$ cat src/rtl/core/adsr_pkg.sv
// Shared types and constants of the ADSR envelope generator.
// No dependencies; imported by the top level and its checker.
`default_nettype none

package adsr_pkg;

  localparam int LVL_BITS        = 24;
  localparam int SAMPLE_BITS_DEF = 24;
  localparam int REG_IDX_BITS    = 3;

  // envelope phase codes as seen on the phase port
  typedef enum logic [2:0] {
    PH_IDLE    = 3'd0,
    PH_ATTACK  = 3'd1,
    PH_DECAY   = 3'd2,
    PH_SUSTAIN = 3'd3,
    PH_RELEASE = 3'd4
  } phase_t;

  // command codes; the fourth code acts as a plain sample
  localparam logic [1:0] CMD_PLAIN    = 2'd0;
  localparam logic [1:0] CMD_NOTE_ON  = 2'd1;
  localparam logic [1:0] CMD_NOTE_OFF = 2'd2;

  // register indexes
  localparam logic [REG_IDX_BITS-1:0] REG_MODE    = 3'd0;
  localparam logic [REG_IDX_BITS-1:0] REG_PEAK    = 3'd1;
  localparam logic [REG_IDX_BITS-1:0] REG_SUSTAIN = 3'd2;
  localparam logic [REG_IDX_BITS-1:0] REG_ATTACK  = 3'd3;
  localparam logic [REG_IDX_BITS-1:0] REG_DECAY   = 3'd4;
  localparam logic [REG_IDX_BITS-1:0] REG_RELEASE = 3'd5;
  localparam logic [REG_IDX_BITS-1:0] REG_FLOOR   = 3'd6;

  // register reset values
  localparam logic                MODE_RST    = 1'b1;
  localparam logic [LVL_BITS-1:0] PEAK_RST    = 24'd15938355;
  localparam logic [LVL_BITS-1:0] SUSTAIN_RST = 24'd13421773;
  localparam logic [LVL_BITS-1:0] ATTACK_RST  = 24'd1774;
  localparam logic [LVL_BITS-1:0] DECAY_RST   = 24'd16764000;
  localparam logic [LVL_BITS-1:0] RELEASE_RST = 24'd16774000;
  localparam logic [LVL_BITS-1:0] FLOOR_RST   = 24'd16777;

  // sequencer states
  typedef enum logic [2:0] {
    S_IDLE,
    S_STEP,
    S_ENV_MUL,
    S_OUT_LOAD,
    S_OUT_MUL,
    S_DONE
  } seq_t;

endpackage

`default_nettype wire

$ cat src/rtl/core/adsr_envelope_generator_top.sv
// Each beat runs a step state, an envelope multiply when decay or release multiplies the level,
// an output load, an output multiply and a done state; the input stalls until back in idle.
// Both products run through one shared shift-add multiplier taking one level bit per cycle.
// A finished result waits in the output register while the next beat is taken.
// Reset (rst, synchronous): registers to defaults, level zero, phase idle, no result pending.
// Depends on adsr_pkg.
`default_nettype none

module adsr_envelope_generator_top
  import adsr_pkg::*;
#(
  parameter int SAMPLE_BITS = SAMPLE_BITS_DEF
) (
  input  wire logic                          clk,
  input  wire logic                          rst,
  input  wire logic                          wr_en,
  input  wire logic [REG_IDX_BITS-1:0]       wr_index,
  input  wire logic [LVL_BITS-1:0]           wr_data,
  input  wire logic                          in_valid,
  output logic                               in_stall,
  input  wire logic [1:0]                    command,
  input  wire logic signed [SAMPLE_BITS-1:0] sample_in,
  output logic                               out_valid,
  input  wire logic                          out_stall,
  output logic signed [SAMPLE_BITS-1:0]      sample_out,
  output logic [LVL_BITS-1:0]                level,
  output logic [2:0]                         phase
);

  localparam int MW    = ((SAMPLE_BITS > LVL_BITS) ? SAMPLE_BITS : LVL_BITS) + 1;
  localparam int CNT_W = $clog2(LVL_BITS);
  localparam logic [CNT_W-1:0] CNT_LAST = CNT_W'(LVL_BITS - 1);
  localparam logic signed [MW-1:0] SMAX =
    {{(MW - SAMPLE_BITS + 1){1'b0}}, {(SAMPLE_BITS - 1){1'b1}}};
  localparam logic signed [MW-1:0] SMIN =
    {{(MW - SAMPLE_BITS + 1){1'b1}}, {(SAMPLE_BITS - 1){1'b0}}};

  // configuration registers
  logic                cfg_mode;
  logic [LVL_BITS-1:0] cfg_peak, cfg_sustain, cfg_attack, cfg_decay, cfg_release, cfg_floor;

  // sequencer and envelope state
  seq_t                state, state_next;
  logic [LVL_BITS-1:0] env_level, env_level_next;
  phase_t              env_phase, env_phase_next;

  // multiplier datapath
  logic signed [SAMPLE_BITS-1:0] sample_q, sample_q_next;
  logic signed [MW-1:0]          mcand, mcand_next;
  logic [LVL_BITS-1:0]           mplier, mplier_next;
  logic signed [MW-1:0]          acc_hi, acc_hi_next;
  logic [CNT_W-1:0]              cnt, cnt_next;

  logic                          out_valid_next;
  logic signed [SAMPLE_BITS-1:0] sample_out_next;
  logic [LVL_BITS-1:0]           level_next;
  logic [2:0]                    phase_next;

  logic signed [MW:0]   mul_sum;
  logic signed [MW-1:0] acc_step;
  logic [LVL_BITS:0]    att_sum;
  logic [LVL_BITS-1:0]  scaled;

  always_ff @(posedge clk) begin
    if (rst) begin
      cfg_mode    <= MODE_RST;
      cfg_peak    <= PEAK_RST;
      cfg_sustain <= SUSTAIN_RST;
      cfg_attack  <= ATTACK_RST;
      cfg_decay   <= DECAY_RST;
      cfg_release <= RELEASE_RST;
      cfg_floor   <= FLOOR_RST;
    end else if (wr_en) begin
      unique case (wr_index)
        REG_MODE:    cfg_mode    <= wr_data[0];
        REG_PEAK:    cfg_peak    <= wr_data;
        REG_SUSTAIN: cfg_sustain <= wr_data;
        REG_ATTACK:  cfg_attack  <= wr_data;
        REG_DECAY:   cfg_decay   <= wr_data;
        REG_RELEASE: cfg_release <= wr_data;
        REG_FLOOR:   cfg_floor   <= wr_data;
        default: ;
      endcase
    end
  end

  // one shift-add step: add the multiplicand when the low multiplier bit is set, shift right
  assign mul_sum  = {acc_hi[MW-1], acc_hi} + (mplier[0] ? {mcand[MW-1], mcand} : '0);
  assign acc_step = mul_sum[MW:1];
  assign scaled   = acc_step[LVL_BITS-1:0];
  assign att_sum  = {1'b0, env_level} + {1'b0, cfg_attack};

  assign in_stall = (state != S_IDLE);

  always_comb begin
    state_next      = state;
    env_level_next  = env_level;
    env_phase_next  = env_phase;
    sample_q_next   = sample_q;
    mcand_next      = mcand;
    mplier_next     = mplier;
    acc_hi_next     = acc_hi;
    cnt_next        = cnt;
    out_valid_next  = out_valid && out_stall;
    sample_out_next = sample_out;
    level_next      = level;
    phase_next      = phase;

    unique case (state)
      S_IDLE: begin
        if (in_valid) begin
          sample_q_next = sample_in;
          if (command == CMD_NOTE_ON) begin
            env_phase_next = PH_ATTACK;
          end else if (command == CMD_NOTE_OFF &&
                       (env_phase == PH_ATTACK || env_phase == PH_DECAY ||
                        env_phase == PH_SUSTAIN)) begin
            env_phase_next = PH_RELEASE;
          end
          state_next = S_STEP;
        end
      end

      S_STEP: begin
        mplier_next = env_level;
        acc_hi_next = '0;
        cnt_next    = CNT_LAST;
        state_next  = S_OUT_LOAD;
        unique case (env_phase)
          PH_ATTACK: begin
            if (att_sum >= {1'b0, cfg_peak}) begin
              env_level_next = cfg_peak;
              env_phase_next = cfg_mode ? PH_DECAY : PH_RELEASE;
            end else begin
              env_level_next = att_sum[LVL_BITS-1:0];
            end
          end
          PH_DECAY: begin
            if (env_level > cfg_sustain) begin
              mcand_next = {{(MW - LVL_BITS){1'b0}}, cfg_decay};
              state_next = S_ENV_MUL;
            end else begin
              env_level_next = cfg_sustain;
              env_phase_next = PH_SUSTAIN;
            end
          end
          PH_SUSTAIN: begin
            env_level_next = cfg_sustain;
          end
          PH_RELEASE: begin
            // the one-shot rule tests the floor before the multiply
            if (cfg_mode || env_level >= cfg_floor) begin
              mcand_next = {{(MW - LVL_BITS){1'b0}}, cfg_release};
              state_next = S_ENV_MUL;
            end else begin
              env_level_next = '0;
              env_phase_next = PH_IDLE;
            end
          end
          default: begin
            env_level_next = '0;
            env_phase_next = PH_IDLE;
          end
        endcase
      end

      S_ENV_MUL: begin
        mplier_next = mplier >> 1;
        acc_hi_next = acc_step;
        cnt_next    = cnt - 1'b1;
        if (cnt == '0) begin
          state_next     = S_OUT_LOAD;
          env_level_next = scaled;
          if (env_phase == PH_DECAY) begin
            if (scaled <= cfg_sustain) begin
              env_level_next = cfg_sustain;
              env_phase_next = PH_SUSTAIN;
            end
          end else if (cfg_mode && scaled <= cfg_floor) begin
            env_level_next = '0;
            env_phase_next = PH_IDLE;
          end
        end
      end

      S_OUT_LOAD: begin
        mcand_next  = {{(MW - SAMPLE_BITS){sample_q[SAMPLE_BITS-1]}}, sample_q};
        mplier_next = env_level;
        acc_hi_next = '0;
        cnt_next    = CNT_LAST;
        state_next  = S_OUT_MUL;
      end

      S_OUT_MUL: begin
        mplier_next = mplier >> 1;
        acc_hi_next = acc_step;
        cnt_next    = cnt - 1'b1;
        // the high half after the last step is the product floored by 2^24
        if (cnt == '0) begin
          state_next = S_DONE;
        end
      end

      S_DONE: begin
        // hold until the output register frees up
        if (!out_valid || !out_stall) begin
          out_valid_next = 1'b1;
          if (acc_hi > SMAX) begin
            sample_out_next = SMAX[SAMPLE_BITS-1:0];
          end else if (acc_hi < SMIN) begin
            sample_out_next = SMIN[SAMPLE_BITS-1:0];
          end else begin
            sample_out_next = acc_hi[SAMPLE_BITS-1:0];
          end
          level_next = env_level;
          phase_next = env_phase;
          state_next = S_IDLE;
        end
      end

      default: state_next = S_IDLE;
    endcase
  end

  always_ff @(posedge clk) begin
    if (rst) begin
      state     <= S_IDLE;
      env_level <= '0;
      env_phase <= PH_IDLE;
      out_valid <= 1'b0;
    end else begin
      state     <= state_next;
      env_level <= env_level_next;
      env_phase <= env_phase_next;
      out_valid <= out_valid_next;
    end
  end

  always_ff @(posedge clk) begin
    sample_q   <= sample_q_next;
    mcand      <= mcand_next;
    mplier     <= mplier_next;
    acc_hi     <= acc_hi_next;
    cnt        <= cnt_next;
    sample_out <= sample_out_next;
    level      <= level_next;
    phase      <= phase_next;
  end

endmodule

`default_nettype wire

$ cat config.mk
export PLATFORM = sky130hd
export DESIGN_NAME = adsr_envelope_generator_top
export DESIGN_NICKNAME = d
export VERILOG_FILES = /design/src/rtl/core/adsr_pkg.sv /design/src/rtl/core/adsr_envelope_generator_top.sv
export SDC_FILE = /design/constraint.sdc
export NUM_CORES = 1
export LEC_CHECK = 0
export BUFFER_PORTS_ARGS = -buffer_cell sky130_fd_sc_hd__buf_2
export CORE_AREA = 8 8 217 219
export CTS_CLUSTER_DIAMETER = 60
export DETAILED_ROUTE_END_ITERATION = 7
export DIE_AREA = 0 0 225 227
export PLACE_DENSITY = 0.56
export SYNTH_ARGS = -nofsm -noshare
export SYNTH_HDL_FRONTEND = slang
export SYNTH_SLANG_ARGS = --single-unit
$ cat constraint.sdc
create_clock -name clk -period 6.3 [get_ports clk]
set_input_delay 0 -clock clk [delete_from_list [all_inputs] [get_ports clk]]
set_output_delay 0 -clock clk [all_outputs]
set_load 0.005 [all_outputs]
==> qor.yml, run 1 <==
synth:
  syn-num-nets: 2265
  synth-seq-cells: 330
  netlist.area_leader.share: 0.250
  synth_edf_count: 154
  ys_warn_count: 0
  yosysSeqAreaShare: 0.441
  synth.area.top_cells: "edfxtp_1, dfxtp_1, ha_1"
  yosys.area.top_type: "edfxtp_1"
  syn_area_um2: 18500
  synthesis.instances: 2036
  synth_area_per_cell_um2: 9.07
  synthArstFlopShare: 0
  synth-main-ff-cell: "dfxtp_1"
  synthDistinctLibCells: 76
power_and_ir_drop:
  swShare: 0.433
  power_frac_seq: 0.304
  p_leak_nw: 9.12
  pwr-share-clk: 0.210
  peakVddDrop_mv: 0.200
  p_int_mw: 6.25
  p_switching_mw: 4.77
  comb_power_share: 0.485
  p_per_area_nw_per_um2: 509
final_layout:
  fin_cells: 2826
  layout_commonest_cell: "nand2_1"
  layout_common_cells: "nand2_1, a21oi_1, dfxtp_1, ha_1, edfxtp_1"
  final_nets: 2430
  layout-drive-gt1-share: 0.110
  area_delta_synth_final_pct: 17.3
  fin_util: 0.496
  num_antenna_cells: 0
die:
  rows: 77
  die_x_um: 225
  die_h_um: 227
  start_util: 0.423
  io_pins: 111
  dieArea_um2: 51100
  core-area_um2: 43600
timing:
  setup_violations: 0
  finClkSkew_ns: 0.0259
  holdWs_ns: 0.113
  hold_viol: 0
  rsz0062_at_grt: "no"
  clock.fmax_mhz: 168
  drv_slew: 0
  layout_setup_ws_ns: 0.351
  worst_slew_pin_slew_ns: 1.25
  worst_slew_margin_rel: 0.167
  finalCritPeriodShare: 0.944
  layout_min_cycle_time_ns: 5.95
  setup_tns_ns: 0
placed_design:
  pre_cts_slack_ns: 0.437
  dp_cells: 2689
  gp_congestion: 0.979
  io_buffers: 110
  dpl.hpwl_um: 46900
route:
  firstDrtPassIters: 5
  wl_per_cell_um: 22.1
  via_per_inst: 5.61
  drc: 0
  vias: 15800
  initialDrtViolationCount: 1640
  totalWireLength_um: 62500
  ant_nets: 0
global_routing:
  grt_pass1_wl_um: 92900
  overflow: 0
  grt_use_total: 0.241
  grt_max_degree: 64
  grt_pass1_vias: 15100
  antenna_found_initial: 1
worst_setup_path:
  cp_cell_sequence: "buf_4, and2_1, ha_1, a211oi_1, o31ai_1, o2111ai_1, a21boi_1, a2111oi_0, or4_1, nand3_1, ha_1, nand2_1, nor4_1, and2_1, a32o_1, or3_1, and3_1, buf_4, nor4_4, a21oi_1, a311oi_1"
  crit_type: "reg -> reg"
  critPathTopFamily: "compound AO/OA/AOI/OAI gates"
  critPathMaxStageDelay_ns: 0.73
  cp_num_buf_inv: 2
  end_kind: "flop"
  crit_path_top_delay_cell: "a2111oi_0"
  worstPathArrival_ns: 6.44
  cp-start-kind: "flop"
  cp.required_ns: 6.79
  worst-path-max-fanout: 24
clock_network:
  clockBufferDepth: 3
  cts_buffers: 42
  post_cts_buffers: 0
  ctsHoldBuffers: 60
  cts_sinks: 330
  cts-resized-gates: 0
  path_clk_slew_ns: 0.06
  cts_root_buffer: "clkbuf_16"
  cts_tree: "yes"
  cts_htree_levels: 2
  clock_latency_ns: 0.60
worst_hold_path:
  worstHoldPathType: "in -> reg"
run:
  drv_cap: 0
status:
  status: "completed"
[registers in the layout, summed over array words and instances (netlist names), 5 cells and up]
name / count
cfg_decay: 24
cfg_peak: 24
cfg_release: 24
cfg_attack: 24
mplier: 24
sample_q: 24
cfg_floor: 24
mcand: 25
acc_hi: 25
env_level: 24
cnt: 5
sample_out: 24
cfg_sustain: 24
level: 24
[path summary, 6_finish.rpt]
check | from | end | slack (ns) | depth (start not counted)
setup reg to reg | mplier[0] | env_phase[0] | 0.35 | 21
hold reg to reg | cfg_decay[2] | cfg_decay[2] | 0.45 | 2
setup / recovery | mplier[0] | env_phase[0] | 0.35 | 21
hold / removal | sample_in[2] | sample_q[2] | 0.11 | 2
[routing by layer]
| layer | up-vias | wire, um | track usage |
|---|---|---|---|
| met5 | - | 0 | 0 |
| met4 | 0 | 2470 | 0.101 |
| met3 | 102 | 4450 | 0.0420 |
| met2 | 560 | 26900 | 0.365 |
| met1 | 7547 | 28700 | 0.337 |
| li1 | 7634 | - | - |
[area by class of cell]
class                      count  area (um2)
timing repair buffer         214        1480
clock buffer                  52        1090
clock inverter                25         224
inverter                     106         398
sequential                   330        8150
multi-input combinational   1507        9590
fill                        4165       22000
tap                          592         741
[power groups by stage]
stage,registers [mW],logic (mW),clock network [mW]
detailed placement,3.39,5.25,0
floorplan,3.15,3.52,0
global placement,3.38,5.20,0
CTS,3.34,5.31,2.36
global route,3.39,5.90,2.44
finish,3.36,5.35,2.32
[kinds of logic after synthesis]
logic type | Yosys count | share of synthesized area
and+or+nand+nor | 756 | 0.180
AOI/OAI and AO/OA | 476 | 0.166
DFF | 330 | 0.441
buffers and inverters | 199 | 0.0415
adders and majority gates | 194 | 0.129
muxes | 41 | 0.0231
xor gates and xnor gates | 40 | 0.0190
[cells in the mapped netlist, types with 17 or more instances]
library cell,number
a21o_1,34
maj3_1,23
mux2i_1,28
nand3_1,73
o211ai_1,46
nand2_1,429
ha_1,169
a21oi_1,177
xnor2_1,27
a211oi_1,26
inv_1,105
o21ai_0,70
and2_1,49
clkbuf_1,81
dfxtp_1,176
edfxtp_1,154
nor3_1,25
nor2_1,97
nand2b_1,17
[per-stage QoR]
stage / power, mW / area, um2
global route: 11.7 / 21700
global placement: 8.57 / 19800
detailed placement: 8.64 / 19800
finish: 11.0 / 21700
floorplan: 6.67 / 18500
CTS: 11.0 / 21700
(Power assumes the default switching activity.)
==> run 2: changes to the inputs <==
--- a/config.mk
+++ b/config.mk
@@ -6,11 +6,12 @@
 export NUM_CORES = 1
 export LEC_CHECK = 0
 export BUFFER_PORTS_ARGS = -buffer_cell sky130_fd_sc_hd__buf_2
-export CORE_AREA = 8 8 217 219
+export CORE_AREA = 8 8 246 248
 export CTS_CLUSTER_DIAMETER = 60
 export DETAILED_ROUTE_END_ITERATION = 7
-export DIE_AREA = 0 0 225 227
-export PLACE_DENSITY = 0.56
+export DIE_AREA = 0 0 254 256
+export PLACE_DENSITY = 0.45
+export REMOVE_ABC_BUFFERS = 1
 export SYNTH_ARGS = -nofsm -noshare
 export SYNTH_HDL_FRONTEND = slang
 export SYNTH_SLANG_ARGS = --single-unit
==> qor.yml, run 2 (synthesized netlist as in run 1, its figures left out) <==
worst_setup_path:
  cp_cell_sequence: "buf_4, and2_1, ha_1, a211oi_1, o31ai_1, o2111ai_1, a21boi_1, a2111oi_0, or4_1, nand3_1, ha_1, nand2_1, nor4_1, and2_1, a32o_1, o21ai_0, buf_4, a21o_1, buf_4, a21oi_1, a2bb2oi_1, a211oi_1"
  crit_type: "reg -> reg"
  worstPathArrival_ns: 6.11
  worst-path-max-fanout: 23
  r2r_start: "mplier[0]"
  cp.required_ns: 6.72
  end_kind: "flop"
  cpMostUsedCell: "buf_4"
  cp-startpoint: "mplier[0]"
  critPathMaxStageDelay_ns: 0.68
  cp-start-kind: "flop"
  crit_path_top_delay_cell: "a2111oi_0"
route:
  firstDrtPassIters: 5
  vias: 15800
  drc: 0
  ant_nets: 0
  wl_per_cell_um: 21.9
  totalWireLength_um: 65800
  initialDrtViolationCount: 1031
  via_per_inst: 5.25
timing:
  finalCritPeriodShare: 0.903
  worst_slew_margin_rel: 0.202
  worst_slew_pin_slew_ns: 1.20
  setup_tns_ns: 0
  hold_viol: 0
  finClkSkew_ns: 0.0190
  clock.fmax_mhz: 176
  layout_setup_ws_ns: 0.612
  setup_violations: 0
  drv_slew: 0
  layout_min_cycle_time_ns: 5.69
  rsz0062_at_grt: "no"
worst_hold_path:
  worstHoldPathType: "in -> reg"
  hold_path.startpoint: "wr_index[2]"
final_layout:
  largestRegisters: "acc_hi: 25 flops, mcand: 25 flops"
  fin_cells: 3000
  area_delta_synth_final_pct: 19.8
  layout-drive-gt1-share: 0.114
  layout_common_cells: "nand2_1, a21oi_1, dfxtp_1, ha_1, edfxtp_1"
  fin_util: 0.389
  layout_commonest_cell: "nand2_1"
  num_antenna_cells: 0
  final_nets: 2427
  regArea_um2: 8150
  fill_cells: 5738
  fin_area_um2: 22100
  multiInputGateArea_um2: 9600
power_and_ir_drop:
  peakVddDrop_mv: 0.219
  p_leak_nw: 9.23
  p_per_area_nw_per_um2: 513
clock_network:
  clockBufferDepth: 3
  cts_buffers: 46
  clock_latency_ns: 0.58
  cts_tree: "yes"
  post_cts_buffers: 0
  cts_sinks: 330
  path_clk_slew_ns: 0.06
  cts_root_buffer: "clkbuf_16"
  cts_htree_levels: 2
run:
  drv_cap: 0
global_routing:
  grt_pass1_vias: 15600
  grt_pass1_wl_um: 97800
  overflow: 0
  grt_max_degree: 64
  grt_use_total: 0.197
  antenna_found_initial: 2
die:
  die_h_um: 256
  start_util: 0.325
  rows: 88
  dieArea_um2: 65000
  io_pins: 111
  die_x_um: 254
  core-area_um2: 56800
placed_design:
  placed_cell_area_um2: 20000
  pre_cts_slack_ns: 0.656
  gp_congestion: 0.932
  io_buffers: 110
  dpl.hpwl_um: 48500
  dp_cells: 2858
status:
  status: "completed"
run 2: cell count changes in the layout (fill, tap and decap cells not counted), moves of 3 or more:
cell           change
bufinv_16          +5
clkbuf_16          +5
inv_6              +3
buf_4              -4
dlygate4sd3_1      -3
clkbuf_8           +3
clkbuf_1           -4
run 2: path summary, 6_finish.rpt:
kind,endpoint,slack [ns],cells after the start
setup reg to reg,env_level[11],0.61,22
hold / removal,cfg_floor[21],0.09,5
setup / recovery,env_level[11],0.61,22
hold reg to reg,cfg_peak[18],0.45,2
run 2: cell type report:
| type | instances | area share |
|---|---|---|
| Inverter | 106 | 0.0180 |
| Clock buffer | 56 | 0.0561 |
| Timing Repair Buffer | 207 | 0.0650 |
| Tap cell | 765 | 0.0433 |
| Clock inverter | 29 | 0.0153 |
| Multi-Input combinational cell | 1507 | 0.434 |
| Sequential cell | 330 | 0.368 |
run 2: per-layer routing:
layer | global-route usage | vias to the layer above | wire (um)
li1 | - | 7620 | -
met3 | 0.0330 | 116 | 3560
met4 | 0.0690 | 0 | 2370
met2 | 0.322 | 454 | 30500
met1 | 0.261 | 7574 | 29400
met5 | 0 | - | 0
run 2: stage by stage:
stage                     hold slack (ns)  total power [mW]
after floorplan                    0.0691              6.60
after global placement              0.177              8.60
after detailed placement            0.178              8.65
after global routing               0.0937              12.1
after CTS                          0.0522              11.4
final                              0.0854              11.3
run 2: power by group:
group | switching (mW) | internal (mW)
Sequential | 0.465 | 2.90
Combinational | 3.28 | 1.99
Clock | 1.04 | 1.66
Total | 4.79 | 6.56
run 2: critical path, delay by kind of cell (launching register included):
| family | cells | cell delay [ns] |
|---|---|---|
| compound gates | 11 | 2.44 |
| simple gates | 6 | 1.36 |
| fa+ha+maj | 2 | 0.67 |
| buf+inv | 3 | 0.63 |
| flops | 1 | 0.41 |
run 2: repair_timing:
action / 4_1_cts / 5_1_grt
hold endpoints to repair: 174 / 0
gates resized for setup: 0 / 0
hold buffers: 57 / 0
